### src/hdl/i2cmbe_pkg.sv
// Shared types and constants for the I2C master bit engine.
// No dependencies; i2c_master_bit_engine, i2cmbe_csr and i2cmbe_core import this package.
package i2cmbe_pkg;

   localparam int unsigned CSR_INDEX_W = 1;
   localparam int unsigned CSR_DATA_W  = 16;

   localparam logic [CSR_INDEX_W-1:0] CSR_DELAY_TICKS = 1'd0;
   localparam logic [CSR_INDEX_W-1:0] CSR_ACK_TIMEOUT = 1'd1;

   localparam logic [15:0] DELAY_TICKS_RESET = 16'd5;
   localparam logic [7:0]  ACK_TIMEOUT_RESET = 8'd250;

   localparam logic [3:0] BYTE_BITS = 4'd8;

   localparam logic [2:0] OP_TICK      = 3'd0;
   localparam logic [2:0] OP_START     = 3'd1;
   localparam logic [2:0] OP_STOP      = 3'd2;
   localparam logic [2:0] OP_SEND_BYTE = 3'd3;
   localparam logic [2:0] OP_READ_BYTE = 3'd4;
   localparam logic [2:0] OP_WAIT_ACK  = 3'd5;
   localparam logic [2:0] OP_ACK_BIT   = 3'd6;

   typedef enum logic [13:0] {
      PH_IDLE    = 14'h0001,
      PH_START_A = 14'h0002,
      PH_START_B = 14'h0004,
      PH_STOP_A  = 14'h0008,
      PH_STOP_B  = 14'h0010,
      PH_SEND_HI = 14'h0020,
      PH_SEND_LO = 14'h0040,
      PH_READ_LO = 14'h0080,
      PH_READ_HI = 14'h0100,
      PH_WA_A    = 14'h0200,
      PH_WA_B    = 14'h0400,
      PH_WA_POLL = 14'h0800,
      PH_ACK_A   = 14'h1000,
      PH_ACK_B   = 14'h2000
   } phase_type;

   typedef struct packed {
      logic [15:0] delay_ticks;
      logic [7:0]  ack_timeout;
   } cfg_type;

   typedef struct packed {
      logic [2:0] opcode;
      logic [7:0] tx_byte;
      logic       send_ack;
      logic       sda_sample;
   } req_type;

   typedef struct packed {
      logic       scl_level;
      logic       sda_level;
      logic       sda_enable;
      logic       busy_res;
      logic       done_res;
      logic [7:0] rx_byte;
      logic       ack_error;
   } rsp_type;

endpackage

### src/hdl/i2cmbe_if.sv
// Valid/ready channel interfaces for the I2C master bit engine.
// No dependencies.
interface i2cmbe_req_if;
   logic       valid;
   logic       ready;
   logic [2:0] opcode;
   logic [7:0] tx_byte;
   logic       send_ack;
   logic       sda_sample;

   modport source (output valid, output opcode, output tx_byte, output send_ack,
                   output sda_sample, input ready);
   modport sink   (input valid, input opcode, input tx_byte, input send_ack,
                   input sda_sample, output ready);
endinterface

interface i2cmbe_rsp_if;
   logic       valid;
   logic       ready;
   logic       scl_level;
   logic       sda_level;
   logic       sda_enable;
   logic       busy_res;
   logic       done_res;
   logic [7:0] rx_byte;
   logic       ack_error;

   modport source (output valid, output scl_level, output sda_level, output sda_enable,
                   output busy_res, output done_res, output rx_byte, output ack_error,
                   input ready);
   modport sink   (input valid, input scl_level, input sda_level, input sda_enable,
                   input busy_res, input done_res, input rx_byte, input ack_error,
                   output ready);
endinterface

### src/hdl/i2c_master_bit_engine.sv
// Top level of the I2C master bit engine: input register, phase sequencer,
// result register and configuration registers. Depends on i2cmbe_pkg,
// i2cmbe_if, i2cmbe_csr and i2cmbe_core.
//
//   Channel   Direction  Handshake           Carries
//   req_bus   in         valid/ready         opcode, tx_byte, send_ack, sda_sample
//   rsp_bus   out        valid/ready         scl/sda drive, busy, done, rx_byte, error
//   csr_*     in         write enable only   delay_ticks (0), ack_timeout (1)
//
// Each tick goes through two registers: the input register, then the result
// register. One tick is taken every cycle while the result side does not
// stall; the next-state logic of the phase sequencer is combinational.
// Reset is synchronous and active high and returns the sequencer to idle
// with SCL and SDA high and SDA enabled. A stalled result holds the input
// register, which in turn drops req_bus.ready.
module i2c_master_bit_engine (
   input  logic                               clock,
   input  logic                               reset,
   i2cmbe_req_if.sink                         req_bus,
   i2cmbe_rsp_if.source                       rsp_bus,
   input  logic                               csr_wen,
   input  logic [i2cmbe_pkg::CSR_INDEX_W-1:0] csr_index,
   input  logic [i2cmbe_pkg::CSR_DATA_W-1:0]  csr_wdata
);
   import i2cmbe_pkg::*;

   cfg_type cfg;
   req_type in_data_ff;
   logic    in_valid_ff;
   logic    in_valid_in;
   rsp_type rsp_data_ff;
   rsp_type step_result;
   logic    rsp_valid_ff;
   logic    rsp_valid_in;
   logic    step_en;
   logic    take_req;

   // The sequencer steps when the input register holds a tick and the
   // result register is empty or its transfer completes this cycle.
   assign step_en  = in_valid_ff && (!rsp_valid_ff || rsp_bus.ready);
   assign take_req = req_bus.valid && req_bus.ready;

   assign req_bus.ready = !in_valid_ff || step_en;

   assign in_valid_in  = take_req || (in_valid_ff && !step_en);
   assign rsp_valid_in = step_en || (rsp_valid_ff && !rsp_bus.ready);

   always_ff @(posedge clock) begin
      if (reset) begin
         in_valid_ff  <= 1'b0;
         rsp_valid_ff <= 1'b0;
      end else begin
         in_valid_ff  <= in_valid_in;
         rsp_valid_ff <= rsp_valid_in;
      end
   end

   // Payload registers load on their own transfer and need no reset.
   always_ff @(posedge clock) begin
      if (take_req) begin
         in_data_ff.opcode     <= req_bus.opcode;
         in_data_ff.tx_byte    <= req_bus.tx_byte;
         in_data_ff.send_ack   <= req_bus.send_ack;
         in_data_ff.sda_sample <= req_bus.sda_sample;
      end
      if (step_en) begin
         rsp_data_ff <= step_result;
      end
   end

   i2cmbe_csr u_csr (
      .clock     (clock),
      .reset     (reset),
      .csr_wen   (csr_wen),
      .csr_index (csr_index),
      .csr_wdata (csr_wdata),
      .cfg       (cfg)
   );

   i2cmbe_core u_core (
      .clock   (clock),
      .reset   (reset),
      .step_en (step_en),
      .cmd     (in_data_ff),
      .cfg     (cfg),
      .result  (step_result)
   );

   assign rsp_bus.valid      = rsp_valid_ff;
   assign rsp_bus.scl_level  = rsp_data_ff.scl_level;
   assign rsp_bus.sda_level  = rsp_data_ff.sda_level;
   assign rsp_bus.sda_enable = rsp_data_ff.sda_enable;
   assign rsp_bus.busy_res   = rsp_data_ff.busy_res;
   assign rsp_bus.done_res   = rsp_data_ff.done_res;
   assign rsp_bus.rx_byte    = rsp_data_ff.rx_byte;
   assign rsp_bus.ack_error  = rsp_data_ff.ack_error;

endmodule

### src/hdl/i2cmbe_csr.sv
// Configuration registers of the I2C master bit engine.
// Depends on i2cmbe_pkg.
module i2cmbe_csr (
   input  logic                               clock,
   input  logic                               reset,
   input  logic                               csr_wen,
   input  logic [i2cmbe_pkg::CSR_INDEX_W-1:0] csr_index,
   input  logic [i2cmbe_pkg::CSR_DATA_W-1:0]  csr_wdata,
   output i2cmbe_pkg::cfg_type                cfg
);
   import i2cmbe_pkg::*;

   cfg_type cfg_ff;
   cfg_type cfg_in;

   always_comb begin
      cfg_in = cfg_ff;
      if (csr_wen) begin
         case (csr_index)
            CSR_DELAY_TICKS: cfg_in.delay_ticks = csr_wdata;
            CSR_ACK_TIMEOUT: cfg_in.ack_timeout = csr_wdata[7:0];
            default: ;
         endcase
      end
   end

   always_ff @(posedge clock) begin
      if (reset) begin
         cfg_ff.delay_ticks <= DELAY_TICKS_RESET;
         cfg_ff.ack_timeout <= ACK_TIMEOUT_RESET;
      end else begin
         cfg_ff <= cfg_in;
      end
   end

   assign cfg = cfg_ff;

endmodule

### src/hdl/i2cmbe_core.sv
// Bus phase sequencer of the I2C master bit engine: state registers and
// the per-tick next-state logic. Depends on i2cmbe_pkg.
module i2cmbe_core (
   input  logic                clock,
   input  logic                reset,
   input  logic                step_en,
   input  i2cmbe_pkg::req_type cmd,
   input  i2cmbe_pkg::cfg_type cfg,
   output i2cmbe_pkg::rsp_type result
);
   import i2cmbe_pkg::*;

   phase_type   phase_ff, phase_in;
   logic [3:0]  bit_count_ff, bit_count_in;
   logic [7:0]  shift_ff, shift_in;
   logic [15:0] delay_count_ff, delay_count_in;
   logic [7:0]  poll_count_ff, poll_count_in;
   logic        ack_choice_ff, ack_choice_in;
   logic        scl_ff, scl_in;
   logic        sda_ff, sda_in;
   logic        sda_oe_ff, sda_oe_in;
   logic [7:0]  rx_ff, rx_in;
   logic        error_ff, error_in;
   logic        done;

   always_comb begin
      phase_in       = phase_ff;
      bit_count_in   = bit_count_ff;
      shift_in       = shift_ff;
      delay_count_in = delay_count_ff;
      poll_count_in  = poll_count_ff;
      ack_choice_in  = ack_choice_ff;
      scl_in         = scl_ff;
      sda_in         = sda_ff;
      sda_oe_in      = sda_oe_ff;
      rx_in          = rx_ff;
      error_in       = error_ff;
      done           = 1'b0;

      if (phase_ff == PH_IDLE) begin
         // A command is only taken while idle.
         case (cmd.opcode)
            OP_START: begin
               sda_oe_in = 1'b1; sda_in = 1'b1; scl_in = 1'b1;
               phase_in = PH_START_A; delay_count_in = cfg.delay_ticks;
            end
            OP_STOP: begin
               sda_oe_in = 1'b1; scl_in = 1'b0; sda_in = 1'b0;
               phase_in = PH_STOP_A; delay_count_in = cfg.delay_ticks;
            end
            OP_SEND_BYTE: begin
               sda_oe_in = 1'b1;
               sda_in = cmd.tx_byte[7];
               shift_in = {cmd.tx_byte[6:0], 1'b0};
               bit_count_in = 4'd1;
               scl_in = 1'b1;
               phase_in = PH_SEND_HI; delay_count_in = cfg.delay_ticks;
            end
            OP_READ_BYTE: begin
               sda_oe_in = 1'b0; scl_in = 1'b0;
               shift_in = 8'd0; bit_count_in = 4'd0;
               ack_choice_in = cmd.send_ack;
               phase_in = PH_READ_LO; delay_count_in = cfg.delay_ticks;
            end
            OP_WAIT_ACK: begin
               sda_oe_in = 1'b0; sda_in = 1'b1; error_in = 1'b0;
               phase_in = PH_WA_A; delay_count_in = cfg.delay_ticks;
            end
            OP_ACK_BIT: begin
               ack_choice_in = cmd.send_ack;
               scl_in = 1'b0; sda_oe_in = 1'b1; sda_in = ~cmd.send_ack;
               phase_in = PH_ACK_A; delay_count_in = cfg.delay_ticks;
            end
            default: ;
         endcase
      end else if (phase_ff == PH_WA_POLL) begin
         if (!cmd.sda_sample) begin
            scl_in = 1'b0; phase_in = PH_IDLE; done = 1'b1;
         end else if (poll_count_ff >= cfg.ack_timeout) begin
            // Timed out: flag it and run a full stop condition.
            error_in = 1'b1;
            sda_oe_in = 1'b1; scl_in = 1'b0; sda_in = 1'b0;
            phase_in = PH_STOP_A; delay_count_in = cfg.delay_ticks;
         end else begin
            poll_count_in = poll_count_ff + 8'd1;
         end
      end else if (delay_count_ff > 16'd1) begin
         delay_count_in = delay_count_ff - 16'd1;
      end else begin
         case (phase_ff)
            PH_START_A: begin
               sda_in = 1'b0;
               phase_in = PH_START_B; delay_count_in = cfg.delay_ticks;
            end
            PH_START_B: begin
               scl_in = 1'b0; phase_in = PH_IDLE; done = 1'b1;
            end
            PH_STOP_A: begin
               scl_in = 1'b1; sda_in = 1'b1;
               phase_in = PH_STOP_B; delay_count_in = cfg.delay_ticks;
            end
            PH_STOP_B: begin
               phase_in = PH_IDLE; done = 1'b1;
            end
            PH_SEND_HI: begin
               scl_in = 1'b0;
               phase_in = PH_SEND_LO; delay_count_in = cfg.delay_ticks;
            end
            PH_SEND_LO: begin
               if (bit_count_ff < BYTE_BITS) begin
                  sda_in = shift_ff[7];
                  shift_in = {shift_ff[6:0], 1'b0};
                  bit_count_in = bit_count_ff + 4'd1;
                  scl_in = 1'b1;
                  phase_in = PH_SEND_HI; delay_count_in = cfg.delay_ticks;
               end else begin
                  phase_in = PH_IDLE; done = 1'b1;
               end
            end
            PH_READ_LO: begin
               // Sample on the tick that SCL rises.
               scl_in = 1'b1;
               shift_in = {shift_ff[6:0], cmd.sda_sample};
               bit_count_in = bit_count_ff + 4'd1;
               phase_in = PH_READ_HI; delay_count_in = cfg.delay_ticks;
            end
            PH_READ_HI: begin
               if (bit_count_ff < BYTE_BITS) begin
                  scl_in = 1'b0;
                  phase_in = PH_READ_LO; delay_count_in = cfg.delay_ticks;
               end else begin
                  rx_in = shift_ff;
                  scl_in = 1'b0; sda_oe_in = 1'b1; sda_in = ~ack_choice_ff;
                  phase_in = PH_ACK_A; delay_count_in = cfg.delay_ticks;
               end
            end
            PH_WA_A: begin
               scl_in = 1'b1;
               phase_in = PH_WA_B; delay_count_in = cfg.delay_ticks;
            end
            PH_WA_B: begin
               phase_in = PH_WA_POLL; poll_count_in = 8'd0;
            end
            PH_ACK_A: begin
               scl_in = 1'b1;
               phase_in = PH_ACK_B; delay_count_in = cfg.delay_ticks;
            end
            PH_ACK_B: begin
               scl_in = 1'b0; phase_in = PH_IDLE; done = 1'b1;
            end
            default: phase_in = PH_IDLE;
         endcase
      end
   end

   always_ff @(posedge clock) begin
      if (reset) begin
         phase_ff       <= PH_IDLE;
         bit_count_ff   <= 4'd0;
         shift_ff       <= 8'd0;
         delay_count_ff <= 16'd0;
         poll_count_ff  <= 8'd0;
         ack_choice_ff  <= 1'b0;
         scl_ff         <= 1'b1;
         sda_ff         <= 1'b1;
         sda_oe_ff      <= 1'b1;
         rx_ff          <= 8'd0;
         error_ff       <= 1'b0;
      end else if (step_en) begin
         phase_ff       <= phase_in;
         bit_count_ff   <= bit_count_in;
         shift_ff       <= shift_in;
         delay_count_ff <= delay_count_in;
         poll_count_ff  <= poll_count_in;
         ack_choice_ff  <= ack_choice_in;
         scl_ff         <= scl_in;
         sda_ff         <= sda_in;
         sda_oe_ff      <= sda_oe_in;
         rx_ff          <= rx_in;
         error_ff       <= error_in;
      end
   end

   always_comb begin
      result.scl_level  = scl_in;
      result.sda_level  = sda_in;
      result.sda_enable = sda_oe_in;
      result.busy_res   = (phase_in != PH_IDLE);
      result.done_res   = done;
      result.rx_byte    = rx_in;
      result.ack_error  = error_in;
   end

endmodule

### src/flat_wrapper.sv
// flat-port wrapper written by rule: the top's interface ports become plain ports
module i2c_master_bit_engine_flat import i2cmbe_pkg::*;
  (clock, reset, csr_wen, csr_index, csr_wdata, req_bus_valid, req_bus_opcode, req_bus_tx_byte, req_bus_send_ack, req_bus_sda_sample, req_bus_ready, rsp_bus_valid, rsp_bus_scl_level, rsp_bus_sda_level, rsp_bus_sda_enable, rsp_bus_busy_res, rsp_bus_done_res, rsp_bus_rx_byte, rsp_bus_ack_error, rsp_bus_ready);
  i2cmbe_req_if req_bus_i ();
  i2cmbe_rsp_if rsp_bus_i ();
  input  logic clock;
  input  logic reset;
  input  logic csr_wen;
  input  logic [i2cmbe_pkg::CSR_INDEX_W-1:0] csr_index;
  input  logic [i2cmbe_pkg::CSR_DATA_W-1:0] csr_wdata;
  input wire logic [$bits(req_bus_i.valid)-1:0] req_bus_valid;
  input wire logic [$bits(req_bus_i.opcode)-1:0] req_bus_opcode;
  input wire logic [$bits(req_bus_i.tx_byte)-1:0] req_bus_tx_byte;
  input wire logic [$bits(req_bus_i.send_ack)-1:0] req_bus_send_ack;
  input wire logic [$bits(req_bus_i.sda_sample)-1:0] req_bus_sda_sample;
  output wire logic [$bits(req_bus_i.ready)-1:0] req_bus_ready;
  output wire logic [$bits(rsp_bus_i.valid)-1:0] rsp_bus_valid;
  output wire logic [$bits(rsp_bus_i.scl_level)-1:0] rsp_bus_scl_level;
  output wire logic [$bits(rsp_bus_i.sda_level)-1:0] rsp_bus_sda_level;
  output wire logic [$bits(rsp_bus_i.sda_enable)-1:0] rsp_bus_sda_enable;
  output wire logic [$bits(rsp_bus_i.busy_res)-1:0] rsp_bus_busy_res;
  output wire logic [$bits(rsp_bus_i.done_res)-1:0] rsp_bus_done_res;
  output wire logic [$bits(rsp_bus_i.rx_byte)-1:0] rsp_bus_rx_byte;
  output wire logic [$bits(rsp_bus_i.ack_error)-1:0] rsp_bus_ack_error;
  input wire logic [$bits(rsp_bus_i.ready)-1:0] rsp_bus_ready;
  assign req_bus_i.valid = req_bus_valid;
  assign req_bus_i.opcode = req_bus_opcode;
  assign req_bus_i.tx_byte = req_bus_tx_byte;
  assign req_bus_i.send_ack = req_bus_send_ack;
  assign req_bus_i.sda_sample = req_bus_sda_sample;
  assign req_bus_ready = req_bus_i.ready;
  assign rsp_bus_valid = rsp_bus_i.valid;
  assign rsp_bus_scl_level = rsp_bus_i.scl_level;
  assign rsp_bus_sda_level = rsp_bus_i.sda_level;
  assign rsp_bus_sda_enable = rsp_bus_i.sda_enable;
  assign rsp_bus_busy_res = rsp_bus_i.busy_res;
  assign rsp_bus_done_res = rsp_bus_i.done_res;
  assign rsp_bus_rx_byte = rsp_bus_i.rx_byte;
  assign rsp_bus_ack_error = rsp_bus_i.ack_error;
  assign rsp_bus_i.ready = rsp_bus_ready;
  i2c_master_bit_engine u_core (.clock(clock), .reset(reset), .req_bus(req_bus_i), .rsp_bus(rsp_bus_i), .csr_wen(csr_wen), .csr_index(csr_index), .csr_wdata(csr_wdata));
endmodule
### config.mk
export PLATFORM = sky130hd
export DESIGN_NAME = i2c_master_bit_engine_flat
export DESIGN_NICKNAME = d
export VERILOG_FILES = /design/src/hdl/i2cmbe_pkg.sv /design/src/hdl/i2cmbe_if.sv /design/src/hdl/i2c_master_bit_engine.sv /design/src/hdl/i2cmbe_csr.sv /design/src/hdl/i2cmbe_core.sv /design/src/flat_wrapper.sv
export SDC_FILE = /design/constraint.sdc
export NUM_CORES = 1
export LEC_CHECK = 0
export BUFFER_PORTS_ARGS = -buffer_cell sky130_fd_sc_hd__buf_2
export CORE_ASPECT_RATIO = 1.25
export CORE_MARGIN = 5
export CORE_UTILIZATION = 55
export CTS_CLUSTER_DIAMETER = 150
export DETAILED_ROUTE_END_ITERATION = 12
export PLACE_DENSITY = 0.74
export SETUP_SLACK_MARGIN = 0.2
export SYNTH_ARGS = -nofsm -noshare
export SYNTH_HDL_FRONTEND = slang
export SYNTH_SLANG_ARGS = --single-unit
### constraint.sdc
create_clock -name clock -period 7 [get_ports clock]
set_input_delay 1.05 -clock clock [delete_from_list [all_inputs] [get_ports clock]]
set_output_delay 1.05 -clock clock [all_outputs]
set_load 0.03 [all_outputs]
==> impl_summary.log, run 1 <==
[metrics] top-level I/O count: 51
[metrics] Post-Syn Instances: 732
[metrics] Antenna Diode Count: 0
[metrics] count of distinct cell types in the synthesized netlist: 70
[metrics] setup TNS: 0 ns
[metrics] die extent in x: 104.1 µm
[metrics] H-Tree Level Count: 4
[metrics] largest stage delay on the critical path: 0.71 ns
[metrics] vias: 5551
[metrics] Power per Cell Area: 324.9 nW/µm²
[metrics] unrepaired setup endpoints after global routing: false
[metrics] Final min period: 3.329 ns
[metrics] routed wire length: 15.92 mm
[metrics] post-detailed-route count of antenna-violating nets: 0
[metrics] cell accounting for the most synthesized area: sky130_fd_sc_hd__dfxtp_1
[metrics] post-route fraction of the period consumed by the critical path: 47.55%
[metrics] vertical die dimension: 127.6 µm
[metrics] Detailed Place HPWL: 10.41 mm
[metrics] Max Transition Viols Final: 0
[metrics] Bufs and invs on worst path: 0
[metrics] Top Family by Delay on Critical Path: simple AND/OR/NAND/NOR gates
[metrics] net switching share of the total power: 31.32%
[metrics] slew of the pin with the lowest slew margin: 1.061 ns
[metrics] kind of launch point of the worst setup path: register
[metrics] max-cap violations: 0
[metrics] Remaining Overflow, GRT: 0
[metrics] Final setup viols: 0
[metrics] total number of yosys warnings: 0
[metrics] CTS tree: built
[metrics] async set-or-reset flop fraction in the synthesized netlist: 0%
[metrics] worst setup path category: register to register
[metrics] hold buffers post-CTS: 0
[metrics] number of buffers added for setup after CTS: 0
[metrics] number of detailed-route iterations in the first pass: 5
[metrics] fraction of layout instances using a drive strength above 1: 15.42%
[metrics] series of cell instances along the critical path: or4_1 > nor4_4 > nor2_2 > nand2_2 > nor3b_4 > o21ai_0 > a221oi_1
[metrics] post-route core utilization: 63.61%
[metrics] worst slew slack as a fraction of its limit: 29.13%
[metrics] Gate power share: 23.4%
[metrics] worst supply voltage drop on vdd: 0.1944 mV
[metrics] number of cells on the worst hold path: 2
[metrics] hold path endpoint: u_core.u_core.rx_ff[3]
[metrics] area delta synth->final: 14.79%
[metrics] die footprint: 13270 µm²
[metrics] largest fanout on the critical path: 16
[metrics] Arr. time, crit path: 3.65 ns
[metrics] Leakage: 2.680 nW
[metrics] Worst path slowest cell: sky130_fd_sc_hd__or4_1
[metrics] detailed router's first-iteration violation count: 315
[metrics] internal cell power: 0.001558 W
[metrics] # DRC: 0
[metrics] largest net degree at the start of global routing: 89
[metrics] net count after synthesis: 779
[metrics] number of failing hold endpoints at the final stage: 0
[metrics] core outline area: 10980 µm²
[metrics] Gates resized, CTS repair: 0
[metrics] number of sinks handled by clock tree synthesis: 116
[metrics] net load switching power: 0.0007103 W
[metrics] Final Wtd Congestion: 0.9384
[metrics] worst setup slack before clock tree synthesis: 3.302 ns
[metrics] wire length of the first global-routing pass: 26.25 mm
[metrics] r2r setup slk: 3.67 ns
[metrics] number of synthesized flops with an enable pin: 27
[metrics] Synth Flop Type: sky130_fd_sc_hd__dfxtp_1
[metrics] type of the tightest min-delay check: register to register
[metrics] area share of fa/ha/maj cells after synthesis: 2.469%
[metrics] start point of the worst hold path: u_core.u_core.rx_ff[3]
[metrics] I/O Buffers: 50
[metrics] routed length per placed instance: 17.69 µm
[metrics] cells on worst reg2reg path: 7
[metrics] number of antenna violations at the first check in global routing: 0
[metrics] mapped cell area: 6082 µm²
[metrics] XOR/XNOR share of the synthesized area: 1.584%
[metrics] vias in the first global route: 5455
[metrics] mean number of vias per cell: 6.168
[metrics] final worst-path setup slack: 3.671 ns
[metrics] Mean Syn Cell Area: 8.309 µm²
[metrics] dominant combinational cell family by area after synthesis: simple AND/OR/NAND/NOR gates
[metrics] Max Fclk: 0.3004 GHz
[metrics] initial standard-cell utilization of the core: 55.41%
[metrics] cell types with the largest area share after synthesis: sky130_fd_sc_hd__dfxtp_1 (29%), sky130_fd_sc_hd__edfxtp_1 (13%), sky130_fd_sc_hd__nand2_1 (6.2%), sky130_fd_sc_hd__a21oi_1 (5.6%), sky130_fd_sc_hd__nor2_1 (4.0%)
[metrics] top-area cell type share of the netlist area: 29.29%
[metrics] result of the run: finished clean
[metrics] required time worst endpoint: 7.32 ns
[metrics] type of element capturing the critical path: register
[metrics] fraction of the yosys area taken by sequential cells: 42.62%
[metrics] clock tree buffer depth: 2
[metrics] worst clock skew: 0.009249 ns
[metrics] multiplexer share of the synthesized area: 1.810%
[metrics] r2r startpoint: u_core.u_core.phase_ff[5]
[metrics] clock share of power: 42.9%
[metrics] fraction of the mapped netlist area in compound gates: 18.54%
[metrics] part of the power in registers: 33.8%
[metrics] number of CTS-inserted buffers: 17
[metrics] GRT Overall Usage: 24.03%
[metrics] clock root cell: sky130_fd_sc_hd__clkbuf_16
[metrics] number of core rows: 43
[metrics] flop and latch count out of synthesis: 116
[metrics] end of the worst register-to-register path: u_core.u_core.delay_count_ff[12]
[metrics] clock transition at the registers of the reported paths: 0.05 ns
[metrics] clock latency reported for the late side of the worst-skew pair: 0.42 ns
[metrics] count of nets after finishing: 799
[metrics] synthesized-area fraction occupied by and/or/nand/nor cells: 27.92%
state kept, by name, indices dropped and copies added, names as in the netlist, 4 cells and up:
| register | count |
|---|---|
| u_core.u_core.phase_ff | 14 |
| u_core.u_core.shift_ff | 8 |
| u_core.u_core.rx_ff | 8 |
| u_core.rsp_bus.rx_byte | 8 |
| u_core.u_core.delay_count_ff | 16 |
| u_core.u_core.bit_count_ff | 4 |
| u_core.u_core.poll_count_ff | 8 |
| u_core.in_data_ff | 13 |
| u_core.u_csr.cfg | 24 |
worst max-delay path by stage:
stage          depth (start not counted)                               end                             from
2_1_floorplan                         10           u_core.rsp_bus.busy_res        u_core.u_core.phase_ff[4]
3_3_place_gp                          10   u_core.u_core.delay_count_ff[6]                    rsp_bus_ready
3_5_place_dp                          10   u_core.u_core.delay_count_ff[6]                    rsp_bus_ready
4_1_cts                                7  u_core.u_core.delay_count_ff[12]        u_core.u_core.phase_ff[5]
5_1_grt                                8  u_core.u_core.delay_count_ff[15]  u_core.u_core.delay_count_ff[0]
6_report                               7  u_core.u_core.delay_count_ff[12]        u_core.u_core.phase_ff[5]
synthesized netlist by cell type (3+ instances only):
library cell,number
sky130_fd_sc_hd__nand2_1,100
sky130_fd_sc_hd__dfxtp_1,89
sky130_fd_sc_hd__a21oi_1,68
sky130_fd_sc_hd__nor2_1,65
sky130_fd_sc_hd__clkbuf_1,44
sky130_fd_sc_hd__o21ai_0,36
sky130_fd_sc_hd__edfxtp_1,27
sky130_fd_sc_hd__nand3_1,26
sky130_fd_sc_hd__nor3_1,26
sky130_fd_sc_hd__inv_1,21
sky130_fd_sc_hd__nand4_1,19
sky130_fd_sc_hd__a211oi_1,15
sky130_fd_sc_hd__and3_1,14
sky130_fd_sc_hd__nand2b_1,14
sky130_fd_sc_hd__a22oi_1,13
sky130_fd_sc_hd__ha_1,12
sky130_fd_sc_hd__nor4_1,9
sky130_fd_sc_hd__or3_1,9
sky130_fd_sc_hd__xor2_1,9
sky130_fd_sc_hd__a31oi_1,8
sky130_fd_sc_hd__o211ai_1,7
sky130_fd_sc_hd__a211o_1,6
sky130_fd_sc_hd__buf_2,6
sky130_fd_sc_hd__nor3b_1,6
sky130_fd_sc_hd__or4_1,6
sky130_fd_sc_hd__mux2_2,5
sky130_fd_sc_hd__nor4b_1,4
sky130_fd_sc_hd__or2_2,4
sky130_fd_sc_hd__a21oi_2,3
sky130_fd_sc_hd__mux2_1,3
sky130_fd_sc_hd__nand3b_1,3
sky130_fd_sc_hd__nor2b_1,3
sky130_fd_sc_hd__nor3_2,3
sky130_fd_sc_hd__nor4_2,3
sky130_fd_sc_hd__o32ai_2,3
through the flow:
stage / power (W) / instances / hold WS (ns) / cell area, µm²
6_report: 0.002268 / 900 / 0.4504 / 6982
5_1_grt: 0.002368 / 900 / 0.4701 / 6982
4_1_cts: 0.002267 / 900 / 0.4561 / 6982
3_5_place_dp: 0.001288 / 868 / 0.4483 / 6314
3_3_place_gp: 0.001273 / 868 / 0.4411 / 6314
2_1_floorplan: 0.001160 / 732 / 0.4323 / 6082
final cells by class:
class | instances | area [µm²]
sequential | 116 | 2592
inverter | 22 | 82.58
clock inverter | 7 | 141.4
clock buffer | 25 | 526.8
tap | 135 | 168.9
timing repair buffer | 55 | 287.8
multi-input combinational | 540 | 3182
fill | 975 | 3994
power by group through the flow:
stage / registers (W) / clock network, W / logic (W)
2_1_floorplan: 0.000770 / 0 / 0.000390
3_3_place_gp: 0.000776 / 0 / 0.000497
3_5_place_dp: 0.000778 / 0 / 0.000510
4_1_cts: 0.000764 / 0.000980 / 0.000523
5_1_grt: 0.000770 / 0.00101 / 0.000585
6_report: 0.000766 / 0.000973 / 0.000530
worst register-to-register path, cell delays in order, from the launching register on:
cell                       delay [ns]
sky130_fd_sc_hd__dfxtp_1         0.47
sky130_fd_sc_hd__or4_1           0.71
sky130_fd_sc_hd__nor4_4          0.66
sky130_fd_sc_hd__nor2_2          0.14
sky130_fd_sc_hd__nand2_2         0.15
sky130_fd_sc_hd__nor3b_4         0.58
sky130_fd_sc_hd__o21ai_0         0.23
sky130_fd_sc_hd__a221oi_1        0.31
logic make-up after synthesis:
| group | after synthesis |
|---|---|
| flops | 116 |
| compound gates | 178 |
| fa+ha+maj | 12 |
| buf+inv | 76 |
| simple gates | 329 |
| xor+xnor | 11 |
| mux | 10 |
routing by layer:
metal  vias up  global-route usage, %  wire length [µm]
met5         -                      0                 0
met3        39                  5.457               992
met1      2644                  28.81              6547
met4         0                  10.82               425
li1       2680                      -                 -
met2       188                  41.14              7959
cell usage in the layout (no fill, tap or decap), types with 19 or more instances in the layout:
master,count
sky130_fd_sc_hd__inv_1,21
sky130_fd_sc_hd__nand2_1,100
sky130_fd_sc_hd__buf_2,50
sky130_fd_sc_hd__nand4_1,19
sky130_fd_sc_hd__dfxtp_1,89
sky130_fd_sc_hd__nand3_1,26
sky130_fd_sc_hd__nor3_1,26
sky130_fd_sc_hd__edfxtp_1,27
sky130_fd_sc_hd__nor2_1,65
sky130_fd_sc_hd__a21oi_1,68
sky130_fd_sc_hd__o21ai_0,36
No activity file was read; power rests on OpenSTA's default activity.
==> run 2, diff against run 1 <==
--- a/config.mk
+++ b/config.mk
@@ -8,10 +8,10 @@
 export BUFFER_PORTS_ARGS = -buffer_cell sky130_fd_sc_hd__buf_2
 export CORE_ASPECT_RATIO = 1.25
 export CORE_MARGIN = 5
-export CORE_UTILIZATION = 55
+export CORE_UTILIZATION = 54
 export CTS_CLUSTER_DIAMETER = 150
 export DETAILED_ROUTE_END_ITERATION = 12
-export PLACE_DENSITY = 0.74
+export PLACE_DENSITY = 0.76
 export SETUP_SLACK_MARGIN = 0.2
 export SYNTH_ARGS = -nofsm -noshare
 export SYNTH_HDL_FRONTEND = slang
==> constraint.sdc (replaced) <==
create_clock -name clock -period 2.8 [get_ports clock]
set_input_delay 0.42 -clock clock [delete_from_list [all_inputs] [get_ports clock]]
set_output_delay 0.42 -clock clock [all_outputs]
set_load 0.03 [all_outputs]
==> run 2 against run 1 <==
  * Hold slack worse by 0.27 ns
  * Clock-buffer cell count shrank 8
  * Wire length grew 10%
  * Utilization up 5.9 points
  * Sequential cell count unchanged
  * Die area up 1.7%
  * First-iteration DRC count rose by 39%
  * Worst setup slack got worse by 3.4 ns
  * Via count increased by 6.0%
==> impl_summary.log, run 2 (synthesis gave the netlist of run 1 again) <==
[metrics] type of the tightest min-delay check: input port to register
[metrics] number of failing hold endpoints at the final stage: 0
[metrics] post-detailed-route count of antenna-violating nets: 0
[metrics] post-layout total power: 0.005938 W
[metrics] result of the run: finished clean
[metrics] most frequent cells in the layout: sky130_fd_sc_hd__nand2_1 (100), sky130_fd_sc_hd__dfxtp_1 (83), sky130_fd_sc_hd__nor2_1 (64), sky130_fd_sc_hd__a21oi_1 (64), sky130_fd_sc_hd__buf_4 (55)
[metrics] non-filler instance count after layout: 958
[metrics] Final setup viols: 0
[metrics] die footprint: 13500 µm²
[metrics] Arr. time, crit path: 2.88 ns
[metrics] Final Wtd Congestion: 1.008
[metrics] vertical die dimension: 128.7 µm
[metrics] Antenna Diode Count: 0
[metrics] initial standard-cell utilization of the core: 54.88%
[metrics] GRT Overall Usage: 24.98%
[metrics] commonest non-fill, non-tap cell in the layout: sky130_fd_sc_hd__nand2_1
[metrics] Max Transition Viols Final: 0
[metrics] clock tree buffer depth: 2
[metrics] post-route core utilization: 69.53%
[metrics] post-placement cell count: 914
[metrics] slew of the pin with the lowest slew margin: 0.9020 ns
[metrics] number of core rows: 43
[metrics] clock root cell: sky130_fd_sc_hd__clkbuf_16
[metrics] I/O Buffers: 50
[metrics] clock transition at the registers of the reported paths: 0.06 ns
[metrics] vias in the first global route: 5716
[metrics] # DRC: 0
[metrics] type of element capturing the critical path: register
[metrics] largest fanout on the critical path: 7
[metrics] post-route fraction of the period consumed by the critical path: 91.71%
[metrics] kind of launch point of the worst setup path: register
[metrics] flip-flop count of the largest register after layout: 24
[metrics] mean number of vias per cell: 6.140
[metrics] worst clock skew: 0.008933 ns
[metrics] top-level I/O count: 51
[metrics] worst supply voltage drop on vdd: 0.5385 mV
[metrics] number of CTS-inserted buffers: 17
[metrics] fraction of layout instances using a drive strength above 1: 26.37%
[metrics] detailed router's first-iteration violation count: 437
[metrics] Max Fclk: 0.3894 GHz
[metrics] met2 usage: 44.96%
[metrics] H-Tree Level Count: 4
[metrics] Remaining Overflow, GRT: 0
[metrics] number of antenna violations at the first check in global routing: 0
[metrics] number of detailed-route iterations in the first pass: 7
[metrics] vias: 5882
[metrics] unrepaired setup endpoints after global routing: true
[metrics] global-route track usage on met1: 29.46%
[metrics] CTS tree: built
[metrics] worst slew slack as a fraction of its limit: 39.87%
[metrics] number of sinks handled by clock tree synthesis: 116
[metrics] most used routing layer in global routing: met2
[metrics] wire length of the first global-routing pass: 27.72 mm
[metrics] Leakage: 3.028 nW
[metrics] final worst hold slack: 0.1822 ns
[metrics] setup TNS: 0 ns
[metrics] largest net degree at the start of global routing: 48
[metrics] area delta synth->final: 26.70%
[metrics] Power per Cell Area: 770.6 nW/µm²
[metrics] routed wire length: 17.54 mm
[metrics] Detailed Place HPWL: 11.73 mm
[metrics] met3 Track Usage GR: 4.516%
[metrics] core outline area: 11080 µm²
[metrics] required time worst endpoint: 3.11 ns
[metrics] count of nets after finishing: 857
[metrics] die extent in x: 104.9 µm
[metrics] worst setup path category: register to register
[metrics] routed length per placed instance: 18.31 µm
[metrics] clock latency reported for the late side of the worst-skew pair: 0.41 ns
[metrics] Final min period: 2.568 ns
[metrics] max-cap violations: 0
==> run 2: changes by cell type in the layout (fill, tap and decap cells not counted), sizes merged, moves of 2 or more <==
cell / previous run / this run
clkinv: 3 / 8
inv: 21 / 23
clkbuf: 25 / 17
buf: 55 / 111
==> run 2: per-layer routing <==
metal | vias to the layer above | routed length [µm]
met5 | - | 0
met4 | 0 | 542
met3 | 44 | 869
met2 | 197 | 9031
met1 | 2836 | 7094
li1 | 2805 | -
==> run 2: what timing repair did <==
action,4_1_cts,5_1_grt
gates resized for setup,16,48
pin swaps,0,19
endpoints found under the setup margin,37,45
gates cloned,0,2
hold buffers,0,0
buffers inserted,0,10
==> run 2: final cells by class <==
cell class	instances	area (µm²)
clock buffer	17	425.4
fill	852	3377
multi-input combinational	542	3448
clock inverter	15	206.4
sequential	116	2605
tap	135	168.9
inverter	22	82.58
timing repair buffer	111	769.5
==> run 2: critical path, cell delays in order (launching register included) <==
cell and delay [ns]:
sky130_fd_sc_hd__dfxtp_4 0.37, sky130_fd_sc_hd__or4_4 0.56, sky130_fd_sc_hd__or3_4 0.44, sky130_fd_sc_hd__or2_4 0.29
sky130_fd_sc_hd__a21oi_4 0.22, sky130_fd_sc_hd__nor3b_4 0.08, sky130_fd_sc_hd__buf_12 0.14, sky130_fd_sc_hd__buf_12 0.12
sky130_fd_sc_hd__a221oi_2 0.25
==> run 2: where the power goes <==
part	leakage, nW	total, W	switching [W]	internal, W
Clock	0.304	0.00231	0.000816	0.00150
Combinational	1.74	0.00171	0.00102	0.000694
Sequential	0.986	0.00191	0.0000996	0.00181
Total	3.03	0.00594	0.00193	0.00400
==> run 2: worst paths after layout <==
check,start,to,slack (ns),cells after the start
min,req_bus_send_ack,u_core.in_data_ff[1],0.18,1
max,u_core.u_core.phase_ff[12],u_core.u_core.delay_count_ff[6],0.23,8
min reg2reg,u_core.u_csr.cfg[20],u_core.u_csr.cfg[20],0.45,2
max reg2reg,u_core.u_core.phase_ff[12],u_core.u_core.delay_count_ff[6],0.23,8
==> run 2: metrics by stage <==
step	setup slack, ns	area, µm²
floorplan	0.2160	6085
global placement	0.1772	6711
detailed placement	0.08129	6711
CTS	0.1384	7408
global route	0.1725	7706
finish	0.2321	7706
